**config.mk**
```make
export PLATFORM = sky130hd
export DESIGN_NAME = pid_controller_antiwindup_flat
export DESIGN_NICKNAME = d
export VERILOG_FILES = /design/src/pidc_pkg.sv /design/src/pidc_if.sv /design/src/pid_controller_antiwindup.sv /design/src/pidc_div.sv /design/src/flat_wrapper.sv
export SDC_FILE = /design/constraint.sdc
export NUM_CORES = 2
export LEC_CHECK = 0
export BUFFER_PORTS_ARGS = -buffer_cell sky130_fd_sc_hd__buf_2
export CAP_MARGIN = 10
export CELL_PAD_IN_SITES_DETAIL_PLACEMENT = 1
export CELL_PAD_IN_SITES_GLOBAL_PLACEMENT = 1
export CORE_AREA = 3 3 295 297
export CTS_BUF_LIST = sky130_fd_sc_hd__clkbuf_4
export DETAILED_ROUTE_END_ITERATION = 7
export DIE_AREA = 0 0 298 300
export HOLD_SLACK_MARGIN = 0.1
export PLACE_DENSITY = 0.88
export SLEW_MARGIN = 30
export SYNTH_ARGS = -nofsm -noshare
export SYNTH_HDL_FRONTEND = slang
export SYNTH_SLANG_ARGS = --single-unit
```
**constraint.sdc**
```tcl
create_clock -name clk -period 9.7 [get_ports clk]
set_clock_uncertainty 0.2 [all_clocks]
set_input_delay 0 -clock clk [delete_from_list [all_inputs] [get_ports clk]]
set_output_delay 0 -clock clk [all_outputs]
set_load 0.03 [all_outputs]
```
**src/pidc_pkg.sv**
```systemverilog
// types and constants of the pid controller
`default_nettype none

package pidc_pkg;

	localparam int GAIN_W      = 16;
	localparam int DRIVE_W     = 8;
	localparam int FRAC_W      = 8;
	localparam int STATUS_W    = 2;
	localparam int CFG_INDEX_W = 3;
	localparam int CFG_DATA_W  = 16;

	localparam logic CMD_COMPUTE = 1'b0;
	localparam logic CMD_CLEAR   = 1'b1;

	localparam logic [CFG_INDEX_W-1:0] REG_P_GAIN    = 3'd0;
	localparam logic [CFG_INDEX_W-1:0] REG_I_GAIN    = 3'd1;
	localparam logic [CFG_INDEX_W-1:0] REG_D_GAIN    = 3'd2;
	localparam logic [CFG_INDEX_W-1:0] REG_MIN_DRIVE = 3'd3;
	localparam logic [CFG_INDEX_W-1:0] REG_MAX_DRIVE = 3'd4;

	localparam logic [STATUS_W-1:0] STATUS_WITHIN = 2'd0;
	localparam logic [STATUS_W-1:0] STATUS_MAX    = 2'd1;
	localparam logic [STATUS_W-1:0] STATUS_MIN    = 2'd2;

	// added to a negative Q43.8 sum so the shift truncates toward zero
	localparam logic [FRAC_W-1:0] ROUND_BIAS = '1;

	typedef enum logic [3:0] {
		ST_IDLE,
		ST_GUARD,
		ST_GUARD_CHK,
		ST_INTEG,
		ST_MUL_I,
		ST_ACC_I,
		ST_WAIT_DIV,
		ST_MUL_D,
		ST_ACC_D,
		ST_SCALE,
		ST_OUT
	} pidc_state_t;

	typedef struct packed {
		logic start;
		logic negative;
	} div_ctrl_t;

endpackage

`default_nettype wire

```
**src/pidc_if.sv**
```systemverilog
// valid/ready channels for sample items and drive items
`default_nettype none

interface pidc_in_if #(
	parameter int SAMPLE_WIDTH = 16,
	parameter int TIME_WIDTH   = 16
);
	logic                           valid;
	logic                           ready;
	logic                           command;
	logic signed [SAMPLE_WIDTH-1:0] measured;
	logic signed [SAMPLE_WIDTH-1:0] setpoint;
	logic [TIME_WIDTH-1:0]          elapsed_ms;

	modport source (output valid, command, measured, setpoint, elapsed_ms, input ready);
	modport sink (input valid, command, measured, setpoint, elapsed_ms, output ready);
endinterface

interface pidc_out_if;
	logic                           valid;
	logic                           ready;
	logic [pidc_pkg::DRIVE_W-1:0]   drive;
	logic [pidc_pkg::STATUS_W-1:0]  clamp_status;

	modport source (output valid, drive, clamp_status, input ready);
	modport sink (input valid, drive, clamp_status, output ready);
endinterface

`default_nettype wire

```
**src/pid_controller_antiwindup.sv**
```systemverilog
// discrete pid controller with anti-windup, one shared multiplier under a sequencer
//
// usage
//  - sample_in carries items of command, measured, setpoint and elapsed_ms; an item
//    is taken when valid and ready are both high at a rising clock edge
//  - a clear item (command high) zeroes the integral and the previous error in the
//    cycle it is taken and gives no result; ready stays high after it
//  - a compute item gives one drive item on drive_out: the drive value and a clamp
//    status (within range, clamped to max, clamped to min)
//  - the serial divider for the derivative, one quotient bit per cycle, starts in the
//    guard state and runs while the multiplier does three of its four products
//    alongside; the fourth, the d term, waits for the quotient
//  - ready is low from a compute item until its result sits in the output register
//  - the output register holds one result; if the receiver stalls, the next result
//    waits in the sequencer and sample_in stays not ready until the slot frees
//  - the user is to write gains and drive limits through cfg_we / cfg_index / cfg_data
//    while the block is idle, unchecked by the block; writes to unused indexes are dropped
//  - reset (arst_n low) clears the gains, the limits, the integral, the previous
//    error and any pending result
`default_nettype none

module pid_controller_antiwindup #(
	parameter int SAMPLE_WIDTH   = 16,
	parameter int TIME_WIDTH     = 16,
	parameter int INTEGRAL_WIDTH = 32
) (
	input  wire logic                              clk,
	input  wire logic                              arst_n,
	input  wire logic                              cfg_we,
	input  wire logic [pidc_pkg::CFG_INDEX_W-1:0]  cfg_index,
	input  wire logic [pidc_pkg::CFG_DATA_W-1:0]   cfg_data,
	pidc_in_if.sink                                sample_in,
	pidc_out_if.source                             drive_out
);

	// error is one bit wider than a sample, error difference two bits wider
	localparam int EW = SAMPLE_WIDTH + 1;
	localparam int DW = SAMPLE_WIDTH + 2;
	localparam int MW = SAMPLE_WIDTH + 1;
	localparam int IW = INTEGRAL_WIDTH;
	localparam int GW = pidc_pkg::GAIN_W;
	// multiplier operand a takes a gain or the elapsed time, operand b the rest
	localparam int AW = (TIME_WIDTH + 1 > GW + 1) ? TIME_WIDTH + 1 : GW + 1;
	localparam int BW = (IW > DW) ? IW : DW;
	localparam int PW = AW + BW;
	localparam int CW = PW + 2;
	localparam int RW = CW - pidc_pkg::FRAC_W;
	localparam int DRW = pidc_pkg::DRIVE_W;

	localparam logic signed [IW-1:0]   INT_MAX     = {1'b0, {(IW-1){1'b1}}};
	localparam logic signed [IW-1:0]   INT_MIN     = {1'b1, {(IW-1){1'b0}}};
	localparam logic signed [IW+1:0]   INT_MAX_EXT = (IW+2)'(INT_MAX);
	localparam logic signed [IW+1:0]   INT_MIN_EXT = (IW+2)'(INT_MIN);

	// configuration registers
	logic [GW-1:0]  p_gain_q;
	logic [GW-1:0]  i_gain_q;
	logic [GW-1:0]  d_gain_q;
	logic [DRW-1:0] min_drive_q;
	logic [DRW-1:0] max_drive_q;

	pidc_pkg::pidc_state_t state_q, state_d;

	// sample registers and controller state
	logic signed [EW-1:0] err_q;
	logic signed [EW-1:0] prev_err_q;
	logic [TIME_WIDTH-1:0] t_q;
	logic signed [DW-1:0] diff_q;
	logic signed [IW-1:0] integral_q;
	logic                 guard_q;
	logic signed [PW-1:0] prod_q;
	logic signed [CW-1:0] acc_q;
	logic signed [RW-1:0] res_q;

	// output register
	logic            out_valid_q;
	logic [DRW-1:0]  drive_q;
	logic [pidc_pkg::STATUS_W-1:0] status_q;

	// control from the sequencer
	logic in_ready;
	logic accept;
	logic out_free;
	logic ld_sample;
	logic ld_clear;
	logic ld_guard;
	logic ld_integ;
	logic acc_add;
	logic ld_res;
	logic ld_out;
	pidc_pkg::div_ctrl_t div_ctrl;

	logic signed [AW-1:0] mul_a;
	logic signed [BW-1:0] mul_b;

	// datapath helpers
	logic signed [EW-1:0] err_new;
	logic signed [EW-1:0] err_neg;
	logic [EW-1:0]        err_mag;
	logic signed [DW-1:0] diff_neg;
	logic [MW-1:0]        diff_mag;
	logic signed [DW-1:0] deriv;
	logic                 div_done;
	logic signed [PW-1:0] guard_thr;
	logic signed [IW+1:0] int_ext;
	logic signed [IW+1:0] add_mag;
	logic signed [IW+1:0] int_sum;
	logic                 int_sat;
	logic signed [IW-1:0] int_next;
	logic signed [CW-1:0] acc_bias;
	logic signed [CW-1:0] acc_round;
	logic signed [RW-1:0] max_ext;
	logic signed [RW-1:0] min_ext;
	logic [DRW-1:0]       drive_d;
	logic [pidc_pkg::STATUS_W-1:0] status_d;

	assign accept   = sample_in.valid && in_ready;
	assign out_free = !out_valid_q || drive_out.ready;

	// configuration writes
	always_ff @(posedge clk or negedge arst_n) begin
		if (!arst_n) begin
			p_gain_q    <= '0;
			i_gain_q    <= '0;
			d_gain_q    <= '0;
			min_drive_q <= '0;
			max_drive_q <= '0;
		end else if (cfg_we) begin
			case (cfg_index)
				pidc_pkg::REG_P_GAIN:    p_gain_q    <= cfg_data[GW-1:0];
				pidc_pkg::REG_I_GAIN:    i_gain_q    <= cfg_data[GW-1:0];
				pidc_pkg::REG_D_GAIN:    d_gain_q    <= cfg_data[GW-1:0];
				pidc_pkg::REG_MIN_DRIVE: min_drive_q <= cfg_data[DRW-1:0];
				pidc_pkg::REG_MAX_DRIVE: max_drive_q <= cfg_data[DRW-1:0];
				default: ;
			endcase
		end
	end

	// sequencer: next state
	always_comb begin
		state_d = state_q;
		case (state_q)
			pidc_pkg::ST_IDLE: begin
				if (accept && sample_in.command == pidc_pkg::CMD_COMPUTE) begin
					state_d = pidc_pkg::ST_GUARD;
				end
			end
			pidc_pkg::ST_GUARD:     state_d = pidc_pkg::ST_GUARD_CHK;
			pidc_pkg::ST_GUARD_CHK: state_d = pidc_pkg::ST_INTEG;
			pidc_pkg::ST_INTEG:     state_d = pidc_pkg::ST_MUL_I;
			pidc_pkg::ST_MUL_I:     state_d = pidc_pkg::ST_ACC_I;
			pidc_pkg::ST_ACC_I:     state_d = pidc_pkg::ST_WAIT_DIV;
			pidc_pkg::ST_WAIT_DIV: begin
				if (div_done) begin
					state_d = pidc_pkg::ST_MUL_D;
				end
			end
			pidc_pkg::ST_MUL_D:     state_d = pidc_pkg::ST_ACC_D;
			pidc_pkg::ST_ACC_D:     state_d = pidc_pkg::ST_SCALE;
			pidc_pkg::ST_SCALE:     state_d = pidc_pkg::ST_OUT;
			pidc_pkg::ST_OUT: begin
				if (out_free) begin
					state_d = pidc_pkg::ST_IDLE;
				end
			end
			default: state_d = pidc_pkg::ST_IDLE;
		endcase
	end

	// sequencer: outputs and multiplier operand selection
	always_comb begin
		in_ready          = 1'b0;
		ld_sample         = 1'b0;
		ld_clear          = 1'b0;
		ld_guard          = 1'b0;
		ld_integ          = 1'b0;
		acc_add           = 1'b0;
		ld_res            = 1'b0;
		ld_out            = 1'b0;
		div_ctrl.start    = 1'b0;
		div_ctrl.negative = diff_q[DW-1];
		mul_a             = '0;
		mul_b             = '0;
		case (state_q)
			pidc_pkg::ST_IDLE: begin
				in_ready  = 1'b1;
				ld_sample = accept && (sample_in.command == pidc_pkg::CMD_COMPUTE);
				ld_clear  = accept && (sample_in.command == pidc_pkg::CMD_CLEAR);
			end
			pidc_pkg::ST_GUARD: begin
				// p term, also the windup test
				mul_a          = AW'(p_gain_q);
				mul_b          = BW'(err_q);
				div_ctrl.start = 1'b1;
			end
			pidc_pkg::ST_GUARD_CHK: begin
				// error magnitude times elapsed for the integral
				ld_guard = 1'b1;
				mul_a    = AW'(t_q);
				mul_b    = BW'(err_mag);
			end
			pidc_pkg::ST_INTEG: begin
				ld_integ = 1'b1;
			end
			pidc_pkg::ST_MUL_I: begin
				mul_a = AW'(i_gain_q);
				mul_b = BW'(integral_q);
			end
			pidc_pkg::ST_ACC_I: begin
				acc_add = 1'b1;
			end
			pidc_pkg::ST_WAIT_DIV: ;
			pidc_pkg::ST_MUL_D: begin
				mul_a = AW'(d_gain_q);
				mul_b = BW'(deriv);
			end
			pidc_pkg::ST_ACC_D: begin
				acc_add = 1'b1;
			end
			pidc_pkg::ST_SCALE: begin
				ld_res = 1'b1;
			end
			pidc_pkg::ST_OUT: begin
				ld_out = out_free;
			end
			default: ;
		endcase
	end

	always_ff @(posedge clk or negedge arst_n) begin
		if (!arst_n) begin
			state_q <= pidc_pkg::ST_IDLE;
		end else begin
			state_q <= state_d;
		end
	end

	// error and its difference from the previous sample
	assign err_new  = EW'(sample_in.setpoint) - EW'(sample_in.measured);
	assign err_neg  = -err_q;
	assign err_mag  = err_q[EW-1] ? err_neg : err_q;
	assign diff_neg = -diff_q;
	assign diff_mag = diff_q[DW-1] ? diff_neg[MW-1:0] : diff_q[MW-1:0];

	always_ff @(posedge clk) begin
		if (ld_sample) begin
			err_q  <= err_new;
			t_q    <= sample_in.elapsed_ms;
			diff_q <= DW'(err_new) - DW'(prev_err_q);
		end
	end

	// the one shared multiplier, product registered every cycle
	always_ff @(posedge clk) begin
		prod_q <= mul_a * mul_b;
	end

	// windup guard: p_gain * error below max_drive in Q8.8
	assign guard_thr = PW'({max_drive_q, pidc_pkg::FRAC_W'(0)});

	// integral update with saturation at the signed integral range
	assign int_sat = |prod_q[PW-1:IW];
	assign int_ext = (IW+2)'(integral_q);
	assign add_mag = (IW+2)'(prod_q[IW-1:0]);
	assign int_sum = err_q[EW-1] ? (int_ext - add_mag) : (int_ext + add_mag);

	always_comb begin
		if (int_sat) begin
			int_next = err_q[EW-1] ? INT_MIN : INT_MAX;
		end else if (int_sum > INT_MAX_EXT) begin
			int_next = INT_MAX;
		end else if (int_sum < INT_MIN_EXT) begin
			int_next = INT_MIN;
		end else begin
			int_next = int_sum[IW-1:0];
		end
	end

	always_ff @(posedge clk or negedge arst_n) begin
		if (!arst_n) begin
			prev_err_q <= '0;
			integral_q <= '0;
		end else if (ld_clear) begin
			prev_err_q <= '0;
			integral_q <= '0;
		end else begin
			if (ld_sample) begin
				prev_err_q <= err_new;
			end
			if (ld_integ && guard_q) begin
				integral_q <= int_next;
			end
		end
	end

	// accumulate the three terms in Q43.8
	always_ff @(posedge clk) begin
		if (ld_guard) begin
			guard_q <= (prod_q < guard_thr);
			acc_q   <= CW'(prod_q);
		end else if (acc_add) begin
			acc_q <= acc_q + CW'(prod_q);
		end
	end

	// derivative divider
	pidc_div #(
		.NUM_W (MW),
		.DEN_W (TIME_WIDTH)
	) u_pidc_div (
		.clk    (clk),
		.arst_n (arst_n),
		.ctrl   (div_ctrl),
		.num    (diff_mag),
		.den    (t_q),
		.quot   (deriv),
		.done   (div_done)
	);

	// drop the fraction, truncating toward zero
	assign acc_bias  = acc_q[CW-1] ? CW'(pidc_pkg::ROUND_BIAS) : '0;
	assign acc_round = acc_q + acc_bias;

	always_ff @(posedge clk) begin
		if (ld_res) begin
			res_q <= acc_round[CW-1:pidc_pkg::FRAC_W];
		end
	end

	// clamp: max first, then min
	assign max_ext = RW'(max_drive_q);
	assign min_ext = RW'(min_drive_q);

	always_comb begin
		if (res_q > max_ext) begin
			drive_d  = max_drive_q;
			status_d = pidc_pkg::STATUS_MAX;
		end else if (res_q < min_ext) begin
			drive_d  = min_drive_q;
			status_d = pidc_pkg::STATUS_MIN;
		end else begin
			drive_d  = res_q[DRW-1:0];
			status_d = pidc_pkg::STATUS_WITHIN;
		end
	end

	// output register
	always_ff @(posedge clk or negedge arst_n) begin
		if (!arst_n) begin
			out_valid_q <= 1'b0;
		end else if (ld_out) begin
			out_valid_q <= 1'b1;
		end else if (drive_out.ready) begin
			out_valid_q <= 1'b0;
		end
	end

	always_ff @(posedge clk) begin
		if (ld_out) begin
			drive_q  <= drive_d;
			status_q <= status_d;
		end
	end

	assign sample_in.ready        = in_ready;
	assign drive_out.valid        = out_valid_q;
	assign drive_out.drive        = drive_q;
	assign drive_out.clamp_status = status_q;

endmodule

`default_nettype wire

```
**src/pidc_div.sv**
```systemverilog
// restoring serial divider, one quotient bit per cycle, signed result
`default_nettype none

module pidc_div #(
	parameter int NUM_W = 17,
	parameter int DEN_W = 16
) (
	input  wire logic                clk,
	input  wire logic                arst_n,
	input  wire pidc_pkg::div_ctrl_t ctrl,
	input  wire logic [NUM_W-1:0]    num,
	input  wire logic [DEN_W-1:0]    den,
	output logic signed [NUM_W:0]    quot,
	output logic                     done
);

	localparam int CNT_W = $clog2(NUM_W + 1);

	logic               busy_q;
	logic               fix_q;
	logic               done_q;
	logic [CNT_W-1:0]   cnt_q;
	logic [NUM_W-1:0]   work_q;
	logic [DEN_W-1:0]   rem_q;
	logic [DEN_W-1:0]   den_q;
	logic               neg_q;
	logic               zero_q;
	logic signed [NUM_W:0] quot_q;

	logic [DEN_W:0]     shifted;
	logic [DEN_W:0]     den_ext;
	logic [DEN_W:0]     trial;
	logic               ge;
	logic signed [NUM_W:0] mag_ext;

	assign shifted = {rem_q, work_q[NUM_W-1]};
	assign den_ext = {1'b0, den_q};
	assign trial   = shifted - den_ext;
	assign ge      = (shifted >= den_ext);
	assign mag_ext = {1'b0, work_q};

	always_ff @(posedge clk or negedge arst_n) begin
		if (!arst_n) begin
			busy_q <= 1'b0;
			fix_q  <= 1'b0;
			done_q <= 1'b0;
			cnt_q  <= '0;
		end else if (ctrl.start) begin
			busy_q <= 1'b1;
			fix_q  <= 1'b0;
			done_q <= 1'b0;
			cnt_q  <= CNT_W'(NUM_W);
		end else if (busy_q) begin
			cnt_q <= cnt_q - CNT_W'(1);
			if (cnt_q == CNT_W'(1)) begin
				busy_q <= 1'b0;
				fix_q  <= 1'b1;
			end
		end else if (fix_q) begin
			fix_q  <= 1'b0;
			done_q <= 1'b1;
		end
	end

	always_ff @(posedge clk) begin
		if (ctrl.start) begin
			work_q <= num;
			rem_q  <= '0;
			den_q  <= den;
			neg_q  <= ctrl.negative;
			zero_q <= (den == '0);
		end else if (busy_q) begin
			work_q <= {work_q[NUM_W-2:0], ge};
			rem_q  <= ge ? trial[DEN_W-1:0] : shifted[DEN_W-1:0];
		end else if (fix_q) begin
			// zero divisor gives a zero derivative
			if (zero_q) begin
				quot_q <= '0;
			end else if (neg_q) begin
				quot_q <= -mag_ext;
			end else begin
				quot_q <= mag_ext;
			end
		end
	end

	assign quot = quot_q;
	assign done = done_q;

endmodule

`default_nettype wire

```
**src/flat_wrapper.sv**
```systemverilog
// flat-port wrapper written by rule: the top's interface ports become plain ports
module pid_controller_antiwindup_flat 
#(
	parameter int SAMPLE_WIDTH   = 16,
	parameter int TIME_WIDTH     = 16,
	parameter int INTEGRAL_WIDTH = 32
)
  (clk, arst_n, cfg_we, cfg_index, cfg_data, sample_in_valid, sample_in_command, sample_in_measured, sample_in_setpoint, sample_in_elapsed_ms, sample_in_ready, drive_out_valid, drive_out_drive, drive_out_clamp_status, drive_out_ready);
  pidc_in_if #(.SAMPLE_WIDTH(SAMPLE_WIDTH), .TIME_WIDTH(TIME_WIDTH)) sample_in_i ();
  pidc_out_if drive_out_i ();
  input  wire logic clk;
  input  wire logic arst_n;
  input  wire logic cfg_we;
  input  wire logic [pidc_pkg::CFG_INDEX_W-1:0] cfg_index;
  input  wire logic [pidc_pkg::CFG_DATA_W-1:0] cfg_data;
  input wire logic [$bits(sample_in_i.valid)-1:0] sample_in_valid;
  input wire logic [$bits(sample_in_i.command)-1:0] sample_in_command;
  input wire logic [$bits(sample_in_i.measured)-1:0] sample_in_measured;
  input wire logic [$bits(sample_in_i.setpoint)-1:0] sample_in_setpoint;
  input wire logic [$bits(sample_in_i.elapsed_ms)-1:0] sample_in_elapsed_ms;
  output wire logic [$bits(sample_in_i.ready)-1:0] sample_in_ready;
  output wire logic [$bits(drive_out_i.valid)-1:0] drive_out_valid;
  output wire logic [$bits(drive_out_i.drive)-1:0] drive_out_drive;
  output wire logic [$bits(drive_out_i.clamp_status)-1:0] drive_out_clamp_status;
  input wire logic [$bits(drive_out_i.ready)-1:0] drive_out_ready;
  assign sample_in_i.valid = sample_in_valid;
  assign sample_in_i.command = sample_in_command;
  assign sample_in_i.measured = sample_in_measured;
  assign sample_in_i.setpoint = sample_in_setpoint;
  assign sample_in_i.elapsed_ms = sample_in_elapsed_ms;
  assign sample_in_ready = sample_in_i.ready;
  assign drive_out_valid = drive_out_i.valid;
  assign drive_out_drive = drive_out_i.drive;
  assign drive_out_clamp_status = drive_out_i.clamp_status;
  assign drive_out_i.ready = drive_out_ready;
  pid_controller_antiwindup #(.SAMPLE_WIDTH(SAMPLE_WIDTH), .TIME_WIDTH(TIME_WIDTH), .INTEGRAL_WIDTH(INTEGRAL_WIDTH)) u_core (.clk(clk), .arst_n(arst_n), .cfg_we(cfg_we), .cfg_index(cfg_index), .cfg_data(cfg_data), .sample_in(sample_in_i), .drive_out(drive_out_i));
endmodule
```
[Yosys cells after proc, flatten, opt, wreduce, memory -nomap -nowiden]
Cells that the tools add are included.
Word-level totals
  input port bits: 73
  bits in registers: 400
  logic and storage cells: 146
  output and inout port bits: 12
Operators by class
  bitwise logic cells: 4
  order comparisons: 6
  reductions and logical operators: 26
  equality and inequality tests: 20
  add/subtract/negate cells: 11
  multiplexer cells: 49
  $mul: 1
Operator list (count)
  $mux 32: 6
  $pmux 32 s4: 1
  $mux 17: 7
  $mux 51: 2
  $pmux 16 s4: 1
  $add 51x49->51: 1
  $add 51x51->51: 1
  $lt 49x17->1: 1
  $mul 17x32->49: 1
  $pmux 4 s11: 1
  $gt 43x9->1: 1
  $lt 43x9->1: 1
  $add 32x33->34: 1
  $gt 34x32->1 const B: 1
  $lt 34x32->1 const B: 1
  $mux 34: 1
  $neg 17->17: 2
  $sub 32x33->34: 1
  $mux 8: 3
  $mux 1: 20
  $neg 17->18: 1
  $sub 17x17->18: 1
  $ge 17x16->1: 1
  $reduce_or 17->1: 1
  other kinds (29): 59

[Logic depth before layout (Yosys ltp)]
  word-level depth: 8
  gate-level depth with buffers: 33

[By module]
A second synthesis with hierarchy kept.
Unflattened totals
  cells, all modules: 4631
  area, all modules: 42852.3 µm²
By module, submodules not included
  pid_controller_antiwindup: cells each 4216, area an instance 38518.2 µm², seq. area each 8618.3 µm², instances 1
  pidc_div: cells each 415, area an instance 4334.2 µm², seq. area each 2112.0 µm², instances 1

[Least setup slack after synthesis]
Ideal clock, no wire load.
  path kind: reg2reg
  start point: register u_core.err_q[6]
  end point: register u_core.prod_q[46]
  buffers on the path: 0
  arrival time: 7.965 ns
  library setup time: 0.126 ns
  stages on the path, launching flop included: 30
  path slack: 1.409 ns
  cell sequence: edfxtp_1 or4_4 or3_4 or4_4 o31ai_1 nand2_1 nand2_1 nand2_1 o311ai_2 nand2_1 fa_1 inv_1 fa_1 fa_1 fa_1 fa_1 inv_1 fa_1 inv_1 ha_1 a21o_1 a21o_1 a21o_1 a311oi_1 a21oi_1 a21o_1 a211o_1 a21oi_1 o211ai_1 xor2_1
Between the ends
  cells in the longest elaborated chain, start to end: 4
Ends and longest elaborated chain
  start, declared: line pid_controller_antiwindup.sv:65  | logic signed [EW-1:0] err_q;
  start signal, assigned: line pid_controller_antiwindup.sv:248  | err_q <= err_new;
  $neg 17->17: line pid_controller_antiwindup.sv:241  | assign err_neg = -err_q;
  $mux 17: line pid_controller_antiwindup.sv:242  | assign err_mag = err_q[EW-1] ? err_neg : err_q;
  $pmux 32 s4 (*): line pid_controller_antiwindup.sv:185  | case (state_q)
  $mul 17x32->49 (*): line pid_controller_antiwindup.sv:256  | prod_q <= mul_a * mul_b;
  end signal, assigned: line pid_controller_antiwindup.sv:256
  end, declared: line pid_controller_antiwindup.sv:71  | logic signed [PW-1:0] prod_q;
Mark *: on every way between the ends. The rest lies on a longest branch, timed or not.
A chain may end at the register's enable or synchronous reset.

[Worst setup path after layout]
  start point: register u_core.state_q[0]
  end point: register u_core.prod_q[47]
Between the ends
  cells in the longest elaborated chain, start to end: 3
  elaborated cells between the ends (all ways): 7
Ends and longest elaborated chain
  start, declared: line pid_controller_antiwindup.sv:62  | pidc_pkg::pidc_state_t state_q, state_d;
  start signal, assigned: line pid_controller_antiwindup.sv:233  | state_q <= pidc_pkg::ST_IDLE;
  start signal, assigned: line pid_controller_antiwindup.sv:235  | state_q <= state_d;
  $eq 4x3->1, or another cell as far along: line pid_controller_antiwindup.sv:185
  $pmux 16 s4 / $pmux 32 s4 (equally long branches): line pid_controller_antiwindup.sv:185
  $mul 17x32->49 (*): line pid_controller_antiwindup.sv:256
Marked as above.

==> impl_metrics.ini <==
[worst_setup_path]
worstRegToRegCells = 28
cp-start-kind = flip-flop
r2r-end = u_core.prod_q[47]
critPathSlowestCell = and2_1
rrSetupSlack_ns = -0.08
crit_type = flip-flop to flip-flop
max_stage_delay_ns = 0.93
required_ns = 10.29
path_max_fanout = 12
setup.worst_path.end_class = flip-flop
crit_top_cell = fa_1
crit_arrival_ns = 10.37
r2r_start = u_core.state_q[0]

[global_routing]
antenna_found_initial = 18
grtUsageTotal_pct = 38.4
grt_pass1_wl_um = 261000
grt_start_max_net_pins = 75
grt_overflow = 0
grt_pass1_vias = 43459

[drt]
drtIter0Drc = 4006
drt-total-wl_um = 174000
route.detailed.drc = 3
vias = 38740
drt-pass1-iter-count = 8
avgRoutedWirePerCell_um = 28.5
vias_per_cell = 6.35
postRouteAntennaNets = 0

[placement]
io_buffers = 84
dpl_cell_area_um2 = 43900
dp_hpwl_um = 112000
dp_slack_ns = 0.244
routabilityCongestion = 0.973

[final_layout]
final_cell_area_um2 = 47400
num-fill-cells = 9731
fin_util_pct = 55.8
final_nets = 5699
drive_gt1_share_pct = 9.25
syn2layout_area_growth_pct = 12.7

[clocking]
clock_path_buffers = 3
cts_tree = done
path_clk_slew_ns = 0.08
numCtsBuffers = 109
post-cts-setup-buffers = 0
clockRootBuffer = clkbuf_4
htreeDepth = 3
clock-sinks = 400
worstSkewPairLatency_ns = 0.95

[timing]
fin_crit_sh_pct = 101
layout_setup_ws_ns = -0.0784
finalHoldWorstSlack_ns = 0.165
setup_violations = 2
fmax_ghz = 0.102
relSlewSlack_pct = 24.1
drv_slew = 0
hold_viol_final = 0
worst_pin_slew_ns = 1.14
finalCriticalPeriod_ns = 9.78

[floorplan]
design.portCount = 85
die_area_um2 = 89400
die_x_um = 298
start_util_pct = 49.6
rows = 107
core_um2 = 84900
fp.dieH_um = 300

[yosys]
synth_cells = 4575
syn-num-nets = 5426
synth_cell_types = 91
synth_top_area_share_pct = 23.5
synthTopCellsByArea = fa_1 24%, edfxtp_1 15%, ha_1 8.4%
synth-seq-cells = 400
synth_async_sr_flop_share_pct = 31.5
synth_ff_type = edfxtp_1
syn_avg_cell_area_um2 = 9.19
synth_seq_area_share_pct = 25.5
synth-edff-count = 209
yosys_warnings = 0
yosys.area.top_type = fa_1
syn-cell-area_um2 = 42100

[outcome]
violations = DRC, setup timing
status = finished, violations left

[min_path]
min_to = u_core.t_q[8]
min-delay-start = sample_in_elapsed_ms[8]
min-delay-path-class = input port to flip-flop
holdPathStages = 3

[flow_run]
maxCapViolations = 0
-- worst max path at each step --
stage | cells past startpoint | slack, ns | to | start
after floorplan | 29 | 1.41 | u_core.prod_q[46] | u_core.err_q[6]
after global placement | 26 | 0.48 | u_core.prod_q[43] | u_core.state_q[0]
after detailed placement | 27 | 0.24 | u_core.prod_q[47] | u_core.state_q[0]
after CTS | 27 | 0.21 | u_core.prod_q[47] | u_core.state_q[0]
after global routing | 28 | -0.25 | u_core.prod_q[47] | u_core.state_q[0]
final | 28 | -0.08 | u_core.prod_q[47] | u_core.state_q[0]
-- critical path: cells and delay by family, from the launching register on --
family                   cells  cell delay (ns)
AO/OA/AOI/OAI                7             1.70
XOR/XNOR                     1             0.21
adder cells (fa/ha/maj)      7             3.80
buffers and inverters        6             0.92
flip-flops                   1             0.52
AND/OR/NAND/NOR              7             2.29
-- through the flow --
| step | std cells | TNS (ns) |
|---|---|---|
| floorplan | 4575 | 0 |
| global placement | 5694 | 0 |
| detailed placement | 5696 | 0 |
| CTS | 6083 | 0 |
| global route | 6094 | -0.809 |
| finish | 6099 | -0.100 |
-- cell usage after synthesis, types with 65 or more instances --
cell,instances
nand2_1,579
dfrtp_1,126
dfxtp_1,65
a21oi_1,227
o21ai_0,165
edfxtp_1,209
clkbuf_1,141
xor2_1,97
xnor2_1,171
a21o_1,79
fa_1,494
inv_1,739
nor2_1,396
ha_1,284
-- metal layers --
layer / GRT usage [%] / up-vias / part of all wire, %
met2: 63.2 / 2720 / 47
met4: 27.8 / 16 / 8.8
met3: 13.7 / 1147 / 12
met5: 0 / - / 0.11
met1: 41.1 / 19175 / 33
li1: - / 15682 / -
-- cells in the final DEF (no fill, tap or decap), drive strengths merged, types with 65 or more instances in the layout --
cell type	synthesis	layout
inv	741	742
nand2	579	579
fa	494	494
nor2	396	396
ha	284	284
a21oi	228	228
edfxtp	209	209
dlygate4sd3	0	181
o21ai	174	174
xnor2	171	171
clkbuf	141	171
buf	29	151
dfrtp	126	126
xor2	97	97
a21o	79	79
dfxtp	65	65
-- what timing repair did --
item | in CTS | in global routing
gates resized for setup | 0 | 23
hold endpoints to repair | 354 | 0
hold buffers | 183 | 0
setup endpoints to repair | 0 | 22
-- kinds of logic (layout without fill, tap and decap cells) --
group           after synthesis  after routing  synth area share, %
compound gates              793            793                 12.5
xor+xnor                    268            268                 5.58
fa+ha+maj                   778            778                 32.0
buf+inv                     911           1277                 8.16
flops                       400            400                 25.5
mux                          93             93                 2.39
other cells                   0             14                    0
simple gates               1332           1332                 13.9
-- registers in the layout, indices dropped and copies added, names as in the netlist, 16 cells and up --
name,flops
u_core.i_gain_q,16
u_core.diff_q,18
u_core.acc_q,51
u_core.res_q,43
u_core.integral_q,32
u_core.u_pidc_div.quot,18
u_core.p_gain_q,16
u_core.d_gain_q,16
u_core.u_pidc_div.rem_q,16
u_core.t_q,16
u_core.u_pidc_div.work_q,17
u_core.prod_q,49
u_core.err_q,17
u_core.prev_err_q,17
u_core.u_pidc_div.den_q,16
-- final cells by class --
type	instances	area (µm²)	area share, %
inverters	741	2780	5.87
well taps	1144	1430	3.02
multi-input cells	3264	28200	59.4
repair buffers	332	2830	5.97
flip-flops and latches	400	10700	22.6
clock inverters	33	153	0.322
clock buffers	171	1280	2.71
diodes	14	35.0	0.0739
Power is left out: the tool's default activity adds up to more than one toggle a clock period on the data nets, which glitch-free logic cannot reach.
